$ cat src/rtl/gbp_bar_div.sv
// Bit-serial divider for the bar length floor(cols*power/max), one quotient bit a cycle.
// Depends on nothing but its ports; used by goertzel_bin_power_bank.

module gbp_bar_div (
  input  logic        clk,
  input  logic        rst_n,
  input  logic        start,
  input  logic [63:0] power,
  input  logic [7:0]  cols,
  input  logic [63:0] max,
  output logic        done,
  output logic [7:0]  quo
);

  logic [71:0] rem_r;
  logic [63:0] d_r;
  logic [2:0]  step_r;
  logic        busy_r;
  logic        done_r;
  logic [7:0]  q_r;
  logic [71:0] trial;

  assign trial = 72'(d_r) << step_r;

  always_ff @(posedge clk) begin
    if (!rst_n) begin
      busy_r <= 1'b0;
      done_r <= 1'b0;
    end else begin
      done_r <= 1'b0;
      if (start) begin
        busy_r <= 1'b1;
      end else if (busy_r && step_r == 3'd0) begin
        busy_r <= 1'b0;
        done_r <= 1'b1;
      end
    end
  end

  always_ff @(posedge clk) begin
    if (start) begin
      rem_r  <= 72'(power) * 72'(cols);
      d_r    <= max;
      step_r <= 3'd7;
      q_r    <= '0;
    end else if (busy_r) begin
      // Power never exceeds max, so the quotient fits in eight bits.
      if (rem_r >= trial) begin
        rem_r       <= rem_r - trial;
        q_r[step_r] <= 1'b1;
      end
      step_r <= step_r - 3'd1;
    end
  end

  assign done = done_r;
  assign quo  = q_r;

endmodule

$ cat config.mk
export PLATFORM = sky130hd
export DESIGN_NAME = gbp_bar_div
export DESIGN_NICKNAME = d
export VERILOG_FILES = /design/src/rtl/gbp_bar_div.sv
export SDC_FILE = /design/constraint.sdc
export NUM_CORES = 2
export LEC_CHECK = 0
export BUFFER_PORTS_ARGS = -buffer_cell sky130_fd_sc_hd__buf_2
export CELL_PAD_IN_SITES_DETAIL_PLACEMENT = 1
export CELL_PAD_IN_SITES_GLOBAL_PLACEMENT = 1
export CORE_ASPECT_RATIO = 1.25
export CORE_MARGIN = 1
export CORE_UTILIZATION = 50
export DETAILED_ROUTE_END_ITERATION = 7
export GPL_TIMING_DRIVEN = 0
export HOLD_SLACK_MARGIN = 0.1
export MAX_ROUTING_LAYER = met4
export PLACE_DENSITY_LB_ADDON = 0.1
export SLEW_MARGIN = 20
export SYNTH_ARGS = -nofsm -noshare
export SYNTH_HDL_FRONTEND = slang
export SYNTH_SLANG_ARGS = --single-unit
$ cat constraint.sdc
create_clock -name clk -period 12.4 [get_ports clk]
set_clock_uncertainty 0.15 [all_clocks]
set_input_delay 0.62 -clock clk [delete_from_list [all_inputs] [get_ports clk]]
set_output_delay 0.62 -clock clk [all_outputs]
set_load 0.1 [all_outputs]
==> results summary <==
The family with the most delay on the worst path is adder cells. During I/O placement, the number of pins put on the boundary was 148. The internal power contribution is 3.499 mW. The number of design-rule violations left by the first detailed-router iteration came out at 1621. For this design the static power due to leakage is 13.45 nW. After Yosys synthesis, XOR and XNOR cells account for 4.068% of the synthesized area.

The clock root buffer master is clkbuf_16. For this run, design rule violations remaining after detail routing come to 0. The post-route total power is 7.533 mW. The first detailed-routing pass took 5 iterations. The worst setup path is launched from a primary input. Of the available clock period, the critical path in the final layout requires 60.35%. The H-tree depth reported by CTS is 4. The die footprint came out at 56060 sq um. In the synthesized netlist the dominant register cell turns out to be edfxtp_1. Input and output buffers added on the ports amount to 138.

In this run, the clock network consumes 7.9% of the power. The largest buffer count on any clock path is 2. Summing over every cut layer, the via total after detailed routing is 23.28k. The library cell with the largest summed area after synthesis is fa_1.

Yosys attributes the largest share of cell area to fa_1 (27%), edfxtp_1 (15%), and2_1 (9.4%). The number of warnings reported in the yosys synthesis log is 0. The switching portion of total power came out at 53.55%.

The number of cells produced by synthesis came out at 2956. At the pin with the least slew margin, the transition time is 1.114 ns. The number of gates given a new drive strength after cts is 0. The most frequent cell after synthesis is and2_1.

The endpoint identified for the worst register-to-register timing path is rem_r[10]. The CTS tree is yes. The area growth from synthesis to final layout came out at 8.518%.

The count of antenna-violating nets left after detailed routing came out at 0. The net count after synthesis is 3633. The number of hold-repair buffers added at the cts stage is 0. The worst slew slack as a fraction of its limit is 25.77%.

The main combinational cell family by area after synthesis is adder cells. The worst hold path terminates at d_r[55]. Counting instances, the worst hold path has a depth of 1. Across the run, the number of max-cap violations was 0. The kind of critical path is primary input to flop. The worst endpoint data arrival time is 7.52 ns. The cell with the largest stage delay on the worst path is clkbuf_1. The via count of the first global-routing pass came out at 25.45k.

At the end of routability-driven placement, the weighted congestion stood at 0.9768. The largest stage delay on the critical path is 0.70 ns. The depth of the worst register-to-register path came out at 15. The all-layer global routing usage came out at 35.47%. The post-synthesis compound-gate area fraction is 13.45%. The synthesized design devotes to its leading area cell type 27.10% of total area. The layout cell share with drive strength beyond 1 came out at 8.501%.

The clock insertion delay at the later pin of the skew report came out at 0.46 ns. The worst supply voltage drop on vdd came out at 0.1016 mV. The share of flip-flops with an asynchronous set or reset after synthesis came out at 0%. Setup violations remaining at the end of the flow were counted as 0. The count of filler cells inserted in the layout came out at 6289.

The proportion of synthesized chip area in sequential cells came out at 15.76%. The clock-pin transition on the worst setup and hold timing paths is 0.07 ns. The total area inside the core boundary comes to 54080 sq um. The number of antenna violations at the first check in global routing came out at 2.

The synthesized design contains 136 enable-type register cells. Of the total synthesized cell area, the portion taken by AND, OR, NAND and NOR gates is 18.92%. The top achievable clock speed came out at 133.6 MHz. Of all nets on the critical path, the largest fanout is 10.

Power spread over the standard cell area amounts to 251.9 nW/um^2. The mapped netlist covers 27560 sq um. The average size of a mapped cell came out at 9.322 sq um.

The power share of the sequential group came out at 12.0%. The effective utilization at floorplan is 50.95%. The standard-cell row count is 95. The sort of element at the end of the critical path is a flop.

The startpoint identified for the worst hold timing path is max[55]. Setup slack on the worst reg-to-reg path comes out at 5.31 ns. Synthesis instantiated 83 different standard cells from the library.

The first-pass GRT wire length is 146800 um. The number of synthesized register bits is 149. For this run, the post-layout net count is 3793. The final layout contains routed wiring with a total length of 94660 um. The TritonCTS sink count is 149. The multiplexer share of the synthesized area is 7.092%. Summed over all nets, the switching power comes to 4.034 mW. The global route total overflow is 0. From left edge to right edge, the die measures 212.0 um. The average wire length per cell after detail routing came out at 24.54 um. Setup repair after global routing left no endpoint under its margin. The per-cell via count in the routed design came out at 6.036. By count the netlist is led by and2_1 (412), fa_1 (373), inv_1 (292).

The maximum number of pins on one net before global-route repair is 66. The cell area after placement came out at 29250 sq um. The clock buffer count from CTS is 17. The post-route cell area came out at 29900 sq um.

In this run the worst hold path is classified as primary input to flop. Walking the worst path, the cells encountered are clkbuf_1 -> clkbuf_1 -> nand2_1 -> fa_1 -> fa_1 -> inv_1 -> fa_1 -> inv_1 -> fa_1 -> inv_1 -> ha_1 -> a21oi_1 -> nand2b_1 -> nand4b_1 -> nand3_1 -> a21oi_2 -> o311ai_1 -> a31oi_1 -> a311oi_1 -> o31a_1 -> o21ai_1 -> xnor2_1 -> o211ai_1. The number of max-slew violations in the final report is 0. The cell that appears most often on the critical path is fa_1.

The buffer and inverter count on the worst path came out at 5. The startpoint of the worst-slack reg-to-reg timing path is step_r[0]. The count of buffers added by post-CTS timing repair for setup is 0. STA puts the critical path data required time at 12.43 ns.

The detailed placement HPWL came out at 78110 um. The flow ran to the end, and the final reports show no timing, DRC or antenna violations. The die extent in y came out at 264.5 um. After layout, the minimum clock period comes to 7.483 ns.

Combinational logic burns 80.1% of the power. The hold violation total from the final report came to 0. Of the total synthesized cell area, the portion taken by full adders, half adders and majority gates is 34.59%.
-- logic make-up after synthesis --
kind of cell    Yosys count
buf+inv                 447
compound gates          580
simple gates            987
mux                     127
xor+xnor                128
fa+ha+maj               538
flops                   149
-- routing by layer --
metal / part of all wire [%] / up-vias / GRT usage (%)
met5: 0 / - / -
met4: 4.0 / 0 / 13.94
met3: 4.5 / 194 / 2.618
met2: 50 / 796 / 60.34
met1: 42 / 11950 / 43.74
li1: - / 10340 / -
-- final cells by class --
class                      instances  area (sq um)  share of cell area [%]
antenna                            1         2.502                0.008368
buffer                           152         580.6                   1.941
clock buffer                      20         446.7                   1.494
clock inverter                    12         200.2                  0.6695
inverter                         295          1107                   3.703
multi-input combinational       2360         21540                   72.02
sequential                       149          4344                   14.53
tap                              727         909.6                   3.042
timing repair buffer             141         775.7                   2.594
-- registers in the layout, summed over array words and instances (netlist names) --
name,count
busy_r,1
d_r,64
done,1
quo,8
rem_r,72
step_r,3
-- stage by stage --
| step | setup slack, ns | TNS (ns) | hold WS, ns | utilization [%] | std cells |
|---|---|---|---|---|---|
| final | 4.917 | 0 | 0.1803 | 55.29 | 3857 |
| after global routing | 4.520 | 0 | 0.1748 | 55.29 | 3857 |
| after CTS | 4.845 | 0 | 0.1633 | 55.29 | 3856 |
| after detailed placement | 4.353 | 0 | 0.2998 | 54.09 | 3824 |
| after global placement | -1.632 | -116.61 | 0.2963 | 53.91 | 3821 |
| after floorplan | 2.943 | 0 | 0.3690 | - | 2956 |
-- power groups by stage --
| stage | clock, mW | sequential (mW) | combinational [mW] |
|---|---|---|---|
| after floorplan | 0 | 0.883 | 4.27 |
| after global placement | 0 | 0.917 | 5.71 |
| after detailed placement | 0 | 0.906 | 5.92 |
| after CTS | 0.596 | 0.898 | 5.97 |
| after global routing | 0.608 | 0.912 | 6.66 |
| final | 0.593 | 0.903 | 6.04 |
-- worst max path at each step --
stage / slack (ns) / from / endpoint / depth (start not counted)
detailed placement: 4.35 / cols[4] / rem_r[67] / 23
global placement: -1.63 / step_r[0] / rem_r[12] / 13
CTS: 4.85 / cols[3] / rem_r[67] / 23
global route: 4.52 / cols[4] / rem_r[67] / 23
floorplan: 2.94 / step_r[0] / rem_r[0] / 16
finish: 4.92 / cols[4] / rem_r[67] / 23
-- cell usage in the layout (no fill, tap or decap), drive strengths merged, types with 136 or more instances in the layout --
cell,n
a21oi,193
nand2,281
ha,165
o21ai,138
buf,157
fa,373
inv,296
and2,412
edfxtp,136
clkbuf,156
Power figures use the tool's default switching activity.
