<file path="src/rtl/gbp_pkg.sv">
// Goertzel bin power bank package: payload types, fixed widths and the elaboration-time
// coefficient function. Depends on nothing; every rtl file but gbp_bar_div uses it.

package gbp_pkg;

  localparam int StateW       = 48;
  localparam int StateFrac    = 14;
  localparam int IntW         = StateW - StateFrac;
  localparam int NumBins      = 64;
  localparam int CoefFracBits = 14;
  localparam logic [7:0] BarColsReset = 8'd40;

  localparam longint unsigned PiQ30     = 64'd3373259426;
  localparam longint unsigned TwoPiQ30  = 64'd6746518852;
  localparam longint unsigned HalfPiQ30 = 64'd1686629713;

  // Divisors (2i-1)*(2i) of the cosine series terms.
  localparam longint unsigned TaylorDiv [10] = '{64'd2, 64'd12, 64'd30, 64'd56, 64'd90,
                                                 64'd132, 64'd182, 64'd240, 64'd306, 64'd380};

  typedef struct packed {
    logic signed [7:0] sample;
    logic              last_sample;
  } in_t;

  typedef struct packed {
    logic [5:0]  bin_index;
    logic [63:0] bin_power;
    logic [7:0]  bar_length;
    logic        last_bin;
  } out_t;

  // 2*cos of a folded Q30 angle, rounded half away from zero to frac fraction bits.
  function automatic longint coef_of(longint unsigned x_in, int frac);
    longint unsigned x;
    longint unsigned y2;
    longint unsigned term;
    longint unsigned m;
    longint          sum;
    longint          c;
    bit              neg;
    int              sh;
    x   = x_in;
    neg = 1'b0;
    if (x > HalfPiQ30) begin
      x   = PiQ30 - x;
      neg = 1'b1;
    end
    y2   = (x * x) >> 30;
    term = 64'd1 << 30;
    sum  = 64'sd1 <<< 30;
    for (int i = 0; i < 10; i++) begin
      term = ((term * y2) >> 30) / TaylorDiv[i];
      if (i[0] == 1'b0) begin
        sum = sum - longint'(term);
      end else begin
        sum = sum + longint'(term);
      end
    end
    c  = neg ? -sum : sum;
    sh = 29 - frac;
    m  = (c < 0) ? longint'(-c) : longint'(c);
    m  = (m + (64'd1 << (sh - 1))) >> sh;
    return (c < 0) ? -longint'(m) : longint'(m);
  endfunction

endpackage

</file>
<file path="src/rtl/gbp_cell.sv">
// One Goertzel resonator cell holding the two delayed states of its bin.
// Depends on gbp_pkg; instantiated in a chain by goertzel_bin_power_bank.

module gbp_cell #(
  parameter int CoefFracBits = gbp_pkg::CoefFracBits,
  parameter int CoefW        = gbp_pkg::CoefFracBits + 3,
  parameter logic signed [CoefW-1:0] Coef = '0
) (
  input  logic                              clk,
  input  logic                              rst_n,
  input  logic                              upd,
  input  logic                              shift,
  input  logic signed [7:0]                 sample,
  input  logic signed [gbp_pkg::StateW-1:0] nb_s1,
  input  logic signed [gbp_pkg::StateW-1:0] nb_s2,
  output logic signed [gbp_pkg::StateW-1:0] s1,
  output logic signed [gbp_pkg::StateW-1:0] s2
);

  localparam int SW = gbp_pkg::StateW;
  localparam int MW = CoefW - 1;
  localparam int XW = SW + MW;
  localparam int PW = XW - CoefFracBits + 1;
  localparam int VW = PW + 1;
  localparam bit CoefNeg = Coef[CoefW-1];
  localparam logic [MW-1:0] MagC = CoefNeg ? MW'(-Coef) : MW'(Coef);
  localparam logic signed [SW-1:0] StMax = {1'b0, {(SW-1){1'b1}}};
  localparam logic signed [SW-1:0] StMin = {1'b1, {(SW-1){1'b0}}};

  logic signed [SW-1:0] s1_r, s2_r;
  logic [SW-1:0]        ms;
  logic [XW-1:0]        prod;
  logic [XW-1:0]        rnd;
  logic [PW-2:0]        pmag;
  logic signed [PW-1:0] p;
  logic signed [VW-1:0] v;
  logic signed [SW-1:0] s0;

  always_comb begin
    ms   = s1_r[SW-1] ? SW'(-s1_r) : SW'(s1_r);
    prod = XW'(ms) * XW'(MagC);
    rnd  = prod + XW'(64'd1 << (CoefFracBits - 1));
    pmag = (PW-1)'(rnd >> CoefFracBits);
    // Product magnitude is rounded half away from zero, then signed.
    p    = (s1_r[SW-1] ^ CoefNeg) ? -$signed({1'b0, pmag}) : $signed({1'b0, pmag});
    v    = (VW'(sample) <<< gbp_pkg::StateFrac) + VW'(p) - VW'(s2_r);
    if (v > VW'(StMax)) begin
      s0 = StMax;
    end else if (v < VW'(StMin)) begin
      s0 = StMin;
    end else begin
      s0 = SW'(v);
    end
  end

  always_ff @(posedge clk) begin
    if (!rst_n) begin
      s1_r <= '0;
      s2_r <= '0;
    end else if (shift) begin
      s1_r <= nb_s1;
      s2_r <= nb_s2;
    end else if (upd) begin
      s1_r <= s0;
      s2_r <= s1_r;
    end
  end

  assign s1 = s1_r;
  assign s2 = s2_r;

endmodule

</file>
<file path="config.mk">
export PLATFORM = sky130hd
export DESIGN_NAME = gbp_cell
export DESIGN_NICKNAME = d
export VERILOG_FILES = /design/src/rtl/gbp_pkg.sv /design/src/rtl/gbp_cell.sv
export SDC_FILE = /design/constraint.sdc
export NUM_CORES = 1
export LEC_CHECK = 0
export BUFFER_PORTS_ARGS = -buffer_cell sky130_fd_sc_hd__buf_2
export CAP_MARGIN = 10
export CORE_ASPECT_RATIO = 1.25
export CORE_MARGIN = 1
export CORE_UTILIZATION = 53
export DETAILED_ROUTE_END_ITERATION = 10
export PLACE_DENSITY = 0.8
export SYNTH_ARGS = -nofsm -noshare
export SYNTH_HDL_FRONTEND = slang
export SYNTH_SLANG_ARGS = --single-unit
</file>
<file path="constraint.sdc">
create_clock -name clk -period 3.75 [get_ports clk]
set_input_delay 0.75 -clock clk [delete_from_list [all_inputs] [get_ports clk]]
set_output_delay 0.75 -clock clk [all_outputs]
set_load 0.02 [all_outputs]
</file>
==> impl_metrics.py, run 1 <==
metrics = {
    "worst_hold_path": {
        "holdCritPathClass": "flop to flop",
        "worst_hold_startpoint": "s1[8]$_SDFFE_PN0P_",
    },
    "sta": {
        "layout_worst_path_cycle_share_pct": 93.47,
        "timing.final.setup_violations": 0,
        "timing.final.hold_violations": 0,
        "fin_crit_ps": 3505,
        "fin_skew_ps": 5.160,
        "max_freq_ghz": 0.2853,
        "max_slew_margin_pct": 53.33,
        "worst_slew_pin_slew_ps": 699.2,
        "final_max_tran_viols": 0,
        "rsz0062_at_grt": "no",
        "setup_tns_ps": 0,
    },
    "detailed_routing": {
        "drt_first_iter_violations": 437,
        "detail_route.vias_per_cell": 5.929,
        "detail_route.first_pass.iterations": 7,
        "route.antenna.remaining_nets": 0,
        "wirelength_um": 20740,
        "drt_drc_violations_left": 0,
        "vias": 7465,
        "wl_per_cell_um": 16.47,
    },
    "synthesis": {
        "number_of_synthesized_flops_with_an_enable_pin": 0,
        "yosys.area_share.adder_pct": 6.229,
        "post_synth_xor_area_fraction_pct": 4.360,
        "dominantRegCellSynth": "sky130_fd_sc_hd__dfxtp_1",
        "synth_top_cell_by_area": "sky130_fd_sc_hd__dfxtp_1",
        "synth.yosys.warnings": 0,
        "yosys_register_bits": 96,
        "synth_compound_gate_area_share_pct": 34.17,
        "main_combinational_cell_family_by_area_after_synthesis": "compound AO/OA/AOI/OAI gates",
        "netlist.area_leader.share_pct": 27.34,
        "synth.net_count": 1047,
        "synth-seq-area-share_pct": 27.34,
        "post_synth_and_or_nand_nor_area_fraction_pct": 19.24,
        "mappedNetlistArea_um2": 7030,
        "post_synth_mux_area_share_pct": 1.708,
        "syn-instance-count": 904,
        "mean_area_per_synthesized_cell_um2": 7.777,
        "synthArstFlopShare_pct": 0,
        "synth_area_leaders": "sky130_fd_sc_hd__dfxtp_1, sky130_fd_sc_hd__a211oi_2, sky130_fd_sc_hd__nand2_1",
        "post_synth_num_cell_types": 68,
    },
    "placement": {
        "place.detailed.hpwl_um": 15440,
        "gpl.final_weighted_congestion": 0.9443,
        "place.port_buffers": 203,
    },
    "finish": {
        "n_antenna_cell": 0,
        "ratio_of_cells_with_drive_above_1_in_the_final_layout_pct": 29.42,
        "multi_input_comb_area_um2": 4627,
        "num-nets-final": 1229,
        "final-seq-area_um2": 1922,
        "area_delta_synth_final_pct": 22.57,
        "most_frequent_standard_cell_in_the_layout_excluding_fill_and_tap_cells": "sky130_fd_sc_hd__buf_2",
        "mostFrequentLayoutCells": "sky130_fd_sc_hd__buf_2, sky130_fd_sc_hd__nand2_1, sky130_fd_sc_hd__dfxtp_1, sky130_fd_sc_hd__o21ai_0, sky130_fd_sc_hd__a21oi_1",
        "layout.filler_cells": 1149,
    },
    "setup_path": {
        "worst-path-max-fanout": 26,
        "startpoint_to_endpoint_class_of_the_critical_path": "input pin to flop",
        "setup_slack_reg_to_reg_ps": 370,
        "critPathArrivalTime_ps": 3760,
        "start_kind": "input pin",
        "regToRegEndpoint": "s1[21]$_SDFFE_PN0P_",
        "worstRegToRegCells": 12,
        "endpoint": "s1[21]$_SDFFE_PN0P_",
        "start_point_of_the_critical_path": "sample[2]",
        "worstSetupEndpointType": "flop",
        "reg2reg_from": "s2[16]$_SDFFE_PN0P_",
        "critPathRequiredTime_ps": 4010,
    },
    "cts": {
        "worst_skew_pair.late_latency_ps": 350,
        "post-cts-setup-buffer-count": 0,
        "cts-htree-levels": 3,
        "tritoncts": "done",
        "root_buffer": "sky130_fd_sc_hd__clkbuf_16",
        "clkSlewWorstSetupHoldPaths_ps": 70,
        "clock_path_buffers": 2,
        "cts_made_buffers": 9,
        "post_cts_hold_buffer_count": 0,
        "numClockSinks": 96,
    },
    "die": {
        "number_of_top_level_design_ports": 204,
        "start_util_pct": 54.78,
        "die-width_um": 105.0,
        "die-height_um": 130.8,
        "placementRows": 46,
        "die-area_um2": 13730,
        "coreArea_um2": 12830,
    },
    "global_route": {
        "largest_net_degree_at_the_start_of_global_routing": 84,
        "number_of_global_route_vias_before_repair": 7052,
        "track_usage_pct": 29.64,
        "grt_remaining_overflow": 0,
        "grt_pass1_wl_um": 33040,
        "antenna_violations_before_repair": 0,
    },
    "power": {
        "post-layout-total-power_mw": 3.456,
        "powerDensity_nw_per_um2": 401.0,
        "worst_ir_drop_vdd_v": 0.0002726,
        "p_leak_nw": 3.984,
    },
    "status": {
        "status": "finished clean",
    },
    "job": {
        "cap_viol_max_count": 0,
    },
}
-- synth_stat cells (2+ instances only) --
library cell and instances:
sky130_fd_sc_hd__o22ai_1 3, sky130_fd_sc_hd__nor4b_1 2, sky130_fd_sc_hd__o31ai_1 7, sky130_fd_sc_hd__o31a_1 2, sky130_fd_sc_hd__mux2i_1 12, sky130_fd_sc_hd__o211ai_1 39, sky130_fd_sc_hd__xor2_1 13, sky130_fd_sc_hd__nand2b_1 5
sky130_fd_sc_hd__o221ai_1 2, sky130_fd_sc_hd__a211oi_2 40, sky130_fd_sc_hd__nor2b_1 2, sky130_fd_sc_hd__or2_2 3, sky130_fd_sc_hd__or3_1 10, sky130_fd_sc_hd__a21o_1 5, sky130_fd_sc_hd__buf_2 4, sky130_fd_sc_hd__a2bb2oi_1 2
sky130_fd_sc_hd__a311oi_1 2, sky130_fd_sc_hd__nand3_2 5, sky130_fd_sc_hd__ha_1 35, sky130_fd_sc_hd__nor3_1 44, sky130_fd_sc_hd__a211oi_1 6, sky130_fd_sc_hd__or4_1 2, sky130_fd_sc_hd__a21boi_0 4, sky130_fd_sc_hd__o211a_1 33
sky130_fd_sc_hd__a21oi_1 68, sky130_fd_sc_hd__a211o_1 3, sky130_fd_sc_hd__o21a_1 4, sky130_fd_sc_hd__clkbuf_1 60, sky130_fd_sc_hd__nor2_1 55, sky130_fd_sc_hd__and3_1 4, sky130_fd_sc_hd__buf_6 4, sky130_fd_sc_hd__nand2_1 120
sky130_fd_sc_hd__inv_1 46, sky130_fd_sc_hd__o221a_2 2, sky130_fd_sc_hd__dfxtp_1 96, sky130_fd_sc_hd__o21ai_0 76, sky130_fd_sc_hd__xnor2_1 22, sky130_fd_sc_hd__nand4_1 9, sky130_fd_sc_hd__or4_4 2, sky130_fd_sc_hd__nand3_1 11
sky130_fd_sc_hd__o21bai_1 4, sky130_fd_sc_hd__and2_1 2, sky130_fd_sc_hd__buf_1 3, sky130_fd_sc_hd__nor4_1 7
-- kinds of logic (layout without fill, tap and decap cells) --
| family | count (synthesis) | in the layout |
|---|---|---|
| compound gates | 320 | 320 |
| xor+xnor | 35 | 35 |
| fa+ha+maj | 35 | 35 |
| buf+inv | 118 | 305 |
| flops | 96 | 96 |
| mux | 12 | 12 |
| simple gates | 288 | 288 |
-- worst min-delay path by stage --
stage | to | depth (start not counted)
CTS | s1[8]$_SDFFE_PN0P_ | 2
detailed placement | s1[8]$_SDFFE_PN0P_ | 2
global placement | s1[22]$_SDFFE_PN0P_ | 2
global route | s1[8]$_SDFFE_PN0P_ | 2
floorplan | s1[8]$_SDFFE_PN0P_ | 2
finish | s1[8]$_SDFFE_PN0P_ | 2
-- worst max-delay path: stages --
cell and delay, ps:
sky130_fd_sc_hd__buf_2 100, sky130_fd_sc_hd__ha_1 360, sky130_fd_sc_hd__a211o_1 310, sky130_fd_sc_hd__a21o_1 200, sky130_fd_sc_hd__o311ai_2 390, sky130_fd_sc_hd__o2111ai_2 220
sky130_fd_sc_hd__or3_1 420, sky130_fd_sc_hd__a31oi_4 290, sky130_fd_sc_hd__or2_2 210, sky130_fd_sc_hd__buf_12 180, sky130_fd_sc_hd__a21boi_0 100, sky130_fd_sc_hd__o31ai_1 220
-- repair_timing --
item / 4_1_cts / 5_1_grt
endpoints found under the setup margin: 0 / 1
hold endpoints to repair: 0 / 0
gates resized for setup: 0 / 1
-- power by group --
group / total (mW) / switching [mW] / internal, mW
clock network: 0.942 / 0.471 / 0.471
registers: 1.19 / 0.0757 / 1.11
logic: 1.33 / 0.797 / 0.531
-- sequential cells by signal (all words and copies together), names as in the netlist --
signal / count
s1: 48
s2: 48
-- layer usage --
metal  vias up  track usage [%]  wire length (um)
met4         0            10.11               481
met5         -                0                 0
met3        39            5.952              1157
li1       3672                -                 -
met1      3512            33.24              8413
met2       242            56.06             10680
-- layout make-up --
class	instances	share of cell area (%)
clock buffer	9	2.614
multi-input combinational	690	53.70
inverter	46	2.018
tap	168	2.439
timing repair buffer	243	16.06
clock inverter	7	0.8712
sequential	96	22.30
-- through the flow --
step                std cells  hold WS, ps  setup WS [ps]  area, um2  util, %
CTS                      1259        497.6          295.3       8615    67.12
detailed placement       1243        485.3         -75.63       8314    64.78
finish                   1259        502.9          244.9       8617    67.14
global placement         1243        474.2          16.79       8314    64.78
floorplan                 904        544.2          351.9       7030        -
global route             1259        522.2          28.51       8617    67.14
(Power assumes the default switching activity.)
==> run 2, diff against run 1 <==
--- a/config.mk
+++ b/config.mk
@@ -9,9 +9,9 @@
 export CAP_MARGIN = 10
 export CORE_ASPECT_RATIO = 1.25
 export CORE_MARGIN = 1
-export CORE_UTILIZATION = 53
+export CORE_UTILIZATION = 57
 export DETAILED_ROUTE_END_ITERATION = 10
-export PLACE_DENSITY = 0.8
+export PLACE_DENSITY = 0.86
 export SYNTH_ARGS = -nofsm -noshare
 export SYNTH_HDL_FRONTEND = slang
 export SYNTH_SLANG_ARGS = --single-unit
==> constraint.sdc (replaced) <==
create_clock -name clk -period 4.4 [get_ports clk]
set_input_delay 0.88 -clock clk [delete_from_list [all_inputs] [get_ports clk]]
set_output_delay 0.88 -clock clk [all_outputs]
set_load 0.02 [all_outputs]
==> run 2 against run 1 <==
Setup slack improved by 190 ps. Count of clock-buffer cells in the layout rose by 1. Cell count fell by 1.6%. Non-clock buffer count fell by 16. Power fell by 15%. Combinational power fell by 17%. Register-to-register slack improved by 330 ps.
==> impl_metrics.py, run 2 (synthesis results as in run 1) <==
metrics = {
    "power": {
        "net_load_switching_power_mw": 1.111,
        "pwr-share-clk_pct": 28.5,
        "switch_share_pct": 37.72,
        "post-layout-total-power_mw": 2.947,
        "comb_power_share_pct": 37.2,
        "worst_ir_drop_vdd_v": 0.0002235,
        "power.share.sequential_pct": 34.3,
        "p_leak_nw": 3.906,
        "internal-power_mw": 1.835,
        "powerDensity_nw_per_um2": 348.3,
    },
    "status": {
        "status": "finished clean",
    },
    "global_route": {
        "grt_remaining_overflow": 0,
        "largest_net_degree_at_the_start_of_global_routing": 79,
        "number_of_global_route_vias_before_repair": 6944,
        "grt_pass1_wl_um": 32530,
        "track_usage_pct": 31.61,
        "antenna_violations_before_repair": 0,
    },
    "placement": {
        "gpl.final_weighted_congestion": 0.9830,
        "place.port_buffers": 203,
        "dp_worst_setup_slack_ps": 104.8,
        "place.detailed.hpwl_um": 14680,
        "place_area_um2": 8150,
    },
    "setup_path": {
        "critPathArrivalTime_ps": 4230,
        "startpoint_to_endpoint_class_of_the_critical_path": "input pin to flop",
        "start_kind": "input pin",
        "worst-path-max-fanout": 22,
        "critPathRequiredTime_ps": 4670,
        "worstSetupEndpointType": "flop",
    },
    "sta": {
        "timing.final.setup_violations": 0,
        "timing.final.hold_violations": 0,
        "fin_skew_ps": 11.57,
        "layout_worst_path_cycle_share_pct": 90.07,
        "setup_tns_ps": 0,
        "final.setup.worst_slack_ps": 437.0,
        "max_freq_ghz": 0.2523,
        "max_slew_margin_pct": 44.78,
        "whs_ps": 495.4,
        "final_max_tran_viols": 0,
        "rsz0062_at_grt": "no",
        "worst_slew_pin_slew_ps": 828.3,
        "fin_crit_ps": 3963,
    },
    "die": {
        "die-height_um": 126.2,
        "placementRows": 45,
        "number_of_top_level_design_ports": 204,
        "die-area_um2": 12790,
        "die-width_um": 101.3,
        "coreArea_um2": 12110,
        "start_util_pct": 58.08,
    },
    "finish": {
        "multi_input_comb_area_um2": 4627,
        "n_antenna_cell": 0,
        "area_delta_synth_final_pct": 20.36,
        "num-nets-final": 1213,
        "layout.filler_cells": 988,
        "final-seq-area_um2": 1922,
        "ratio_of_cells_with_drive_above_1_in_the_final_layout_pct": 28.37,
        "mostFrequentLayoutCells": "sky130_fd_sc_hd__buf_2, sky130_fd_sc_hd__nand2_1, sky130_fd_sc_hd__dfxtp_1, sky130_fd_sc_hd__o21ai_0, sky130_fd_sc_hd__a21oi_1",
        "most_frequent_standard_cell_in_the_layout_excluding_fill_and_tap_cells": "sky130_fd_sc_hd__buf_2",
        "final_design_area_no_fill_um2": 8462,
    },
    "cts": {
        "post-cts-setup-buffer-count": 0,
        "root_buffer": "sky130_fd_sc_hd__clkbuf_16",
        "numClockSinks": 96,
        "tritoncts": "done",
        "cts_made_buffers": 9,
        "clkSlewWorstSetupHoldPaths_ps": 70,
        "cts-htree-levels": 3,
        "cts_repair_resized_insts": 0,
        "clock_path_buffers": 2,
        "post_cts_hold_buffer_count": 0,
        "worst_skew_pair.late_latency_ps": 360,
    },
    "worst_hold_path": {
        "holdCritPathClass": "flop to flop",
    },
    "detailed_routing": {
        "drt_first_iter_violations": 343,
        "wirelength_um": 20340,
        "route.antenna.remaining_nets": 0,
        "vias": 7492,
        "detail_route.vias_per_cell": 6.047,
        "detail_route.first_pass.iterations": 5,
        "drt_drc_violations_left": 0,
        "wl_per_cell_um": 16.42,
    },
    "job": {
        "cap_viol_max_count": 0,
    },
}
run 2: layout make-up:
| class | instances | share of cell area [%] |
|---|---|---|
| flip-flops and latches | 96 | 22.71 |
| inverters | 46 | 2.041 |
| well taps | 164 | 2.425 |
| clock buffers | 10 | 2.824 |
| repair buffers | 227 | 14.46 |
| clock inverters | 6 | 0.8576 |
| multi-input cells | 690 | 54.68 |
run 2: worst max-delay path, stage by stage:
cell                        delay (ps)
sky130_fd_sc_hd__buf_2             100
sky130_fd_sc_hd__ha_1              350
sky130_fd_sc_hd__a211o_1           300
sky130_fd_sc_hd__a21o_1            210
sky130_fd_sc_hd__o311ai_2          400
sky130_fd_sc_hd__o2111ai_2         220
sky130_fd_sc_hd__or3_1             410
sky130_fd_sc_hd__a31oi_4           290
sky130_fd_sc_hd__or2_2             460
sky130_fd_sc_hd__buf_4             250
sky130_fd_sc_hd__nand2_1            90
sky130_fd_sc_hd__a211oi_2          250
run 2: routing by layer:
layer,share of wire (%),vias up,track usage [%],wire length (um)
met5,0,-,0,0
met2,51,304,56.30,10280
met4,3.0,0,12.87,618
met1,40,3504,36.71,8117
li1,-,3630,-,-
met3,6.5,54,5.716,1328
run 2: path summary, 6_finish.rpt:
path                            start             endpoint  slack (ps)  cells after the start
setup / recovery            sample[2]  s1[14]$_SDFFE_PN0P_         440                     12
setup reg to reg  s2[16]$_SDFFE_PN0P_  s1[14]$_SDFFE_PN0P_         700                     12
hold / removal    s1[21]$_SDFFE_PN0P_  s1[21]$_SDFFE_PN0P_         500                      2
hold reg to reg   s1[21]$_SDFFE_PN0P_  s1[21]$_SDFFE_PN0P_         500                      2
run 2: power groups by stage:
stage | logic, mW | registers (mW) | clock network (mW)
6_report | 1.10 | 1.01 | 0.840
5_1_grt | 1.19 | 1.02 | 0.890
4_1_cts | 1.09 | 1.01 | 0.844
3_5_place_dp | 1.08 | 1.03 | 0
3_3_place_gp | 1.06 | 1.03 | 0
2_1_floorplan | 0.689 | 1.11 | 0
run 2: metrics by stage:
stage / instances / util [%]
floorplan: 904 / -
global placement: 1223 / 67.33
detailed placement: 1223 / 67.33
CTS: 1239 / 69.90
global route: 1239 / 69.90
finish: 1239 / 69.90
==> run 3, diff against run 2 <==
--- a/config.mk
+++ b/config.mk
@@ -10,8 +10,10 @@
 export CORE_ASPECT_RATIO = 1.25
 export CORE_MARGIN = 1
 export CORE_UTILIZATION = 57
+export CTS_BUF_LIST = sky130_fd_sc_hd__clkbuf_2
 export DETAILED_ROUTE_END_ITERATION = 10
 export PLACE_DENSITY = 0.86
 export SYNTH_ARGS = -nofsm -noshare
 export SYNTH_HDL_FRONTEND = slang
 export SYNTH_SLANG_ARGS = --single-unit
+export TNS_END_PERCENT = 20
==> run 3 against run 2 <==
Sequential power about the same. Die area unchanged. Critical endpoint unchanged. Clock power decreased by 43%. Non-clock buffer count unchanged. Cell area decreased by 2.2%. Flip-flop and latch count unchanged. Largest cell class unchanged. Sequential share of layout area increased by 0.52 points. Global-route usage decreased by 0.52 points. Hold slack got worse by 36 ps. Register-to-register slack got worse by 50 ps. Via count decreased by 0.88%.
==> impl_metrics.py, run 3 (synthesis results as in run 1) <==
metrics = {
    "finish": {
        "mostFrequentLayoutCells": "sky130_fd_sc_hd__buf_2, sky130_fd_sc_hd__nand2_1, sky130_fd_sc_hd__dfxtp_1, sky130_fd_sc_hd__o21ai_0, sky130_fd_sc_hd__a21oi_1",
        "ratio_of_cells_with_drive_above_1_in_the_final_layout_pct": 28.28,
        "layout.filler_cells": 1037,
        "multi_input_comb_area_um2": 4627,
        "instances_no_fill": 1239,
        "final_core_util_pct": 68.33,
        "area_delta_synth_final_pct": 17.65,
        "final-seq-area_um2": 1922,
        "num-nets-final": 1213,
        "most_frequent_standard_cell_in_the_layout_excluding_fill_and_tap_cells": "sky130_fd_sc_hd__buf_2",
        "final_design_area_no_fill_um2": 8272,
        "n_antenna_cell": 0,
    },
    "die": {
        "placementRows": 45,
        "start_util_pct": 58.08,
        "coreArea_um2": 12110,
        "die-area_um2": 12790,
        "die-height_um": 126.2,
        "number_of_top_level_design_ports": 204,
        "die-width_um": 101.3,
    },
    "power": {
        "worst_ir_drop_vdd_v": 0.0001855,
        "pwr-share-clk_pct": 18.5,
        "internal-power_mw": 1.512,
        "p_leak_nw": 3.827,
        "power.share.sequential_pct": 39.4,
        "powerDensity_nw_per_um2": 311.5,
        "post-layout-total-power_mw": 2.577,
        "comb_power_share_pct": 42.2,
        "net_load_switching_power_mw": 1.065,
        "switch_share_pct": 41.32,
    },
    "cts": {
        "worst_skew_pair.late_latency_ps": 610,
        "numClockSinks": 96,
        "clock_path_buffers": 2,
        "tritoncts": "done",
        "clkSlewWorstSetupHoldPaths_ps": 300,
        "root_buffer": "sky130_fd_sc_hd__clkbuf_2",
        "cts_made_buffers": 9,
        "cts-htree-levels": 3,
        "post_cts_hold_buffer_count": 0,
        "post-cts-setup-buffer-count": 0,
        "cts_repair_resized_insts": 0,
    },
    "detailed_routing": {
        "detail_route.vias_per_cell": 5.994,
        "vias": 7426,
        "drt_first_iter_violations": 347,
        "wl_per_cell_um": 15.90,
        "route.antenna.remaining_nets": 0,
        "wirelength_um": 19700,
        "drt_drc_violations_left": 0,
        "detail_route.first_pass.iterations": 5,
    },
    "sta": {
        "fin_crit_ps": 3749,
        "setup_tns_ps": 0,
        "whs_ps": 459.6,
        "fin_skew_ps": 34.45,
        "final.setup.worst_slack_ps": 650.7,
        "timing.final.hold_violations": 0,
        "max_slew_margin_pct": 44.74,
        "layout_worst_path_cycle_share_pct": 85.21,
        "final_max_tran_viols": 0,
        "max_freq_ghz": 0.2667,
        "rsz0062_at_grt": "no",
        "worst_slew_pin_slew_ps": 828.9,
        "timing.final.setup_violations": 0,
    },
    "global_route": {
        "grt_pass1_wl_um": 32000,
        "largest_net_degree_at_the_start_of_global_routing": 79,
        "track_usage_pct": 31.08,
        "number_of_global_route_vias_before_repair": 6899,
        "antenna_violations_before_repair": 0,
        "grt_remaining_overflow": 0,
    },
    "setup_path": {
        "critPathRequiredTime_ps": 4930,
        "startpoint_to_endpoint_class_of_the_critical_path": "flop to flop",
        "slowest_delay_ps": 470,
        "critPathBufInv": 2,
        "crit_family": "compound AO/OA/AOI/OAI gates",
        "start_kind": "flop",
        "critPathArrivalTime_ps": 4280,
        "worstSetupEndpointType": "flop",
        "critical_path_top_delay_cell": "sky130_fd_sc_hd__or2_2",
        "worstPathCellList": "inv_1 > ha_1 > a211o_1 > a21o_1 > o311ai_2 > o2111ai_2 > or3_1 > a31oi_4 > or2_2 > buf_4 > nand2_1 > a211oi_2",
        "worst-path-max-fanout": 22,
    },
    "placement": {
        "post-place-cells": 1223,
        "gpl.final_weighted_congestion": 0.9830,
        "dp_worst_setup_slack_ps": 104.8,
        "place.detailed.hpwl_um": 14680,
        "place.port_buffers": 203,
        "place_area_um2": 8150,
    },
    "worst_hold_path": {
        "holdCritPathClass": "input pin to flop",
    },
    "status": {
        "status": "finished clean",
    },
    "job": {
        "cap_viol_max_count": 0,
    },
}
[run 3: path summary, 6_finish.rpt]
path                                     startpoint  cells after the start             endpoint  slack, ps
worst min register to register  s1[21]$_SDFFE_PN0P_                      2  s1[21]$_SDFFE_PN0P_        510
worst max register to register  s2[16]$_SDFFE_PN0P_                     12  s1[14]$_SDFFE_PN0P_        650
worst min-delay path                      nb_s2[19]                      2  s2[19]$_SDFFE_PN0P_        460
worst max-delay path            s2[16]$_SDFFE_PN0P_                     12  s1[14]$_SDFFE_PN0P_        650
[run 3: cell type report]
cell class,count,share of cell area [%]
clock inverter,7,0.9227
sequential,96,23.23
inverter,46,2.087
timing repair buffer,227,14.79
multi-input combinational,690,55.94
tap,164,2.481
clock buffer,9,0.5445
[run 3: power groups by stage]
stage               sequential, mW  clock (mW)  combinational, mW
floorplan                     1.11           0              0.689
global placement              1.03           0               1.06
detailed placement            1.03           0               1.08
CTS                           1.01       0.482               1.08
global route                  1.03       0.533               1.19
finish                        1.01       0.476               1.09
[run 3: per-layer routing]
layer / vias up / routed length [um] / GRT usage (%)
li1: 3624 / - / -
met4: 0 / 641 / 12.45
met3: 55 / 1149 / 6.493
met1: 3486 / 8029 / 36.46
met2: 261 / 9879 / 54.42
met5: - / 0 / 0
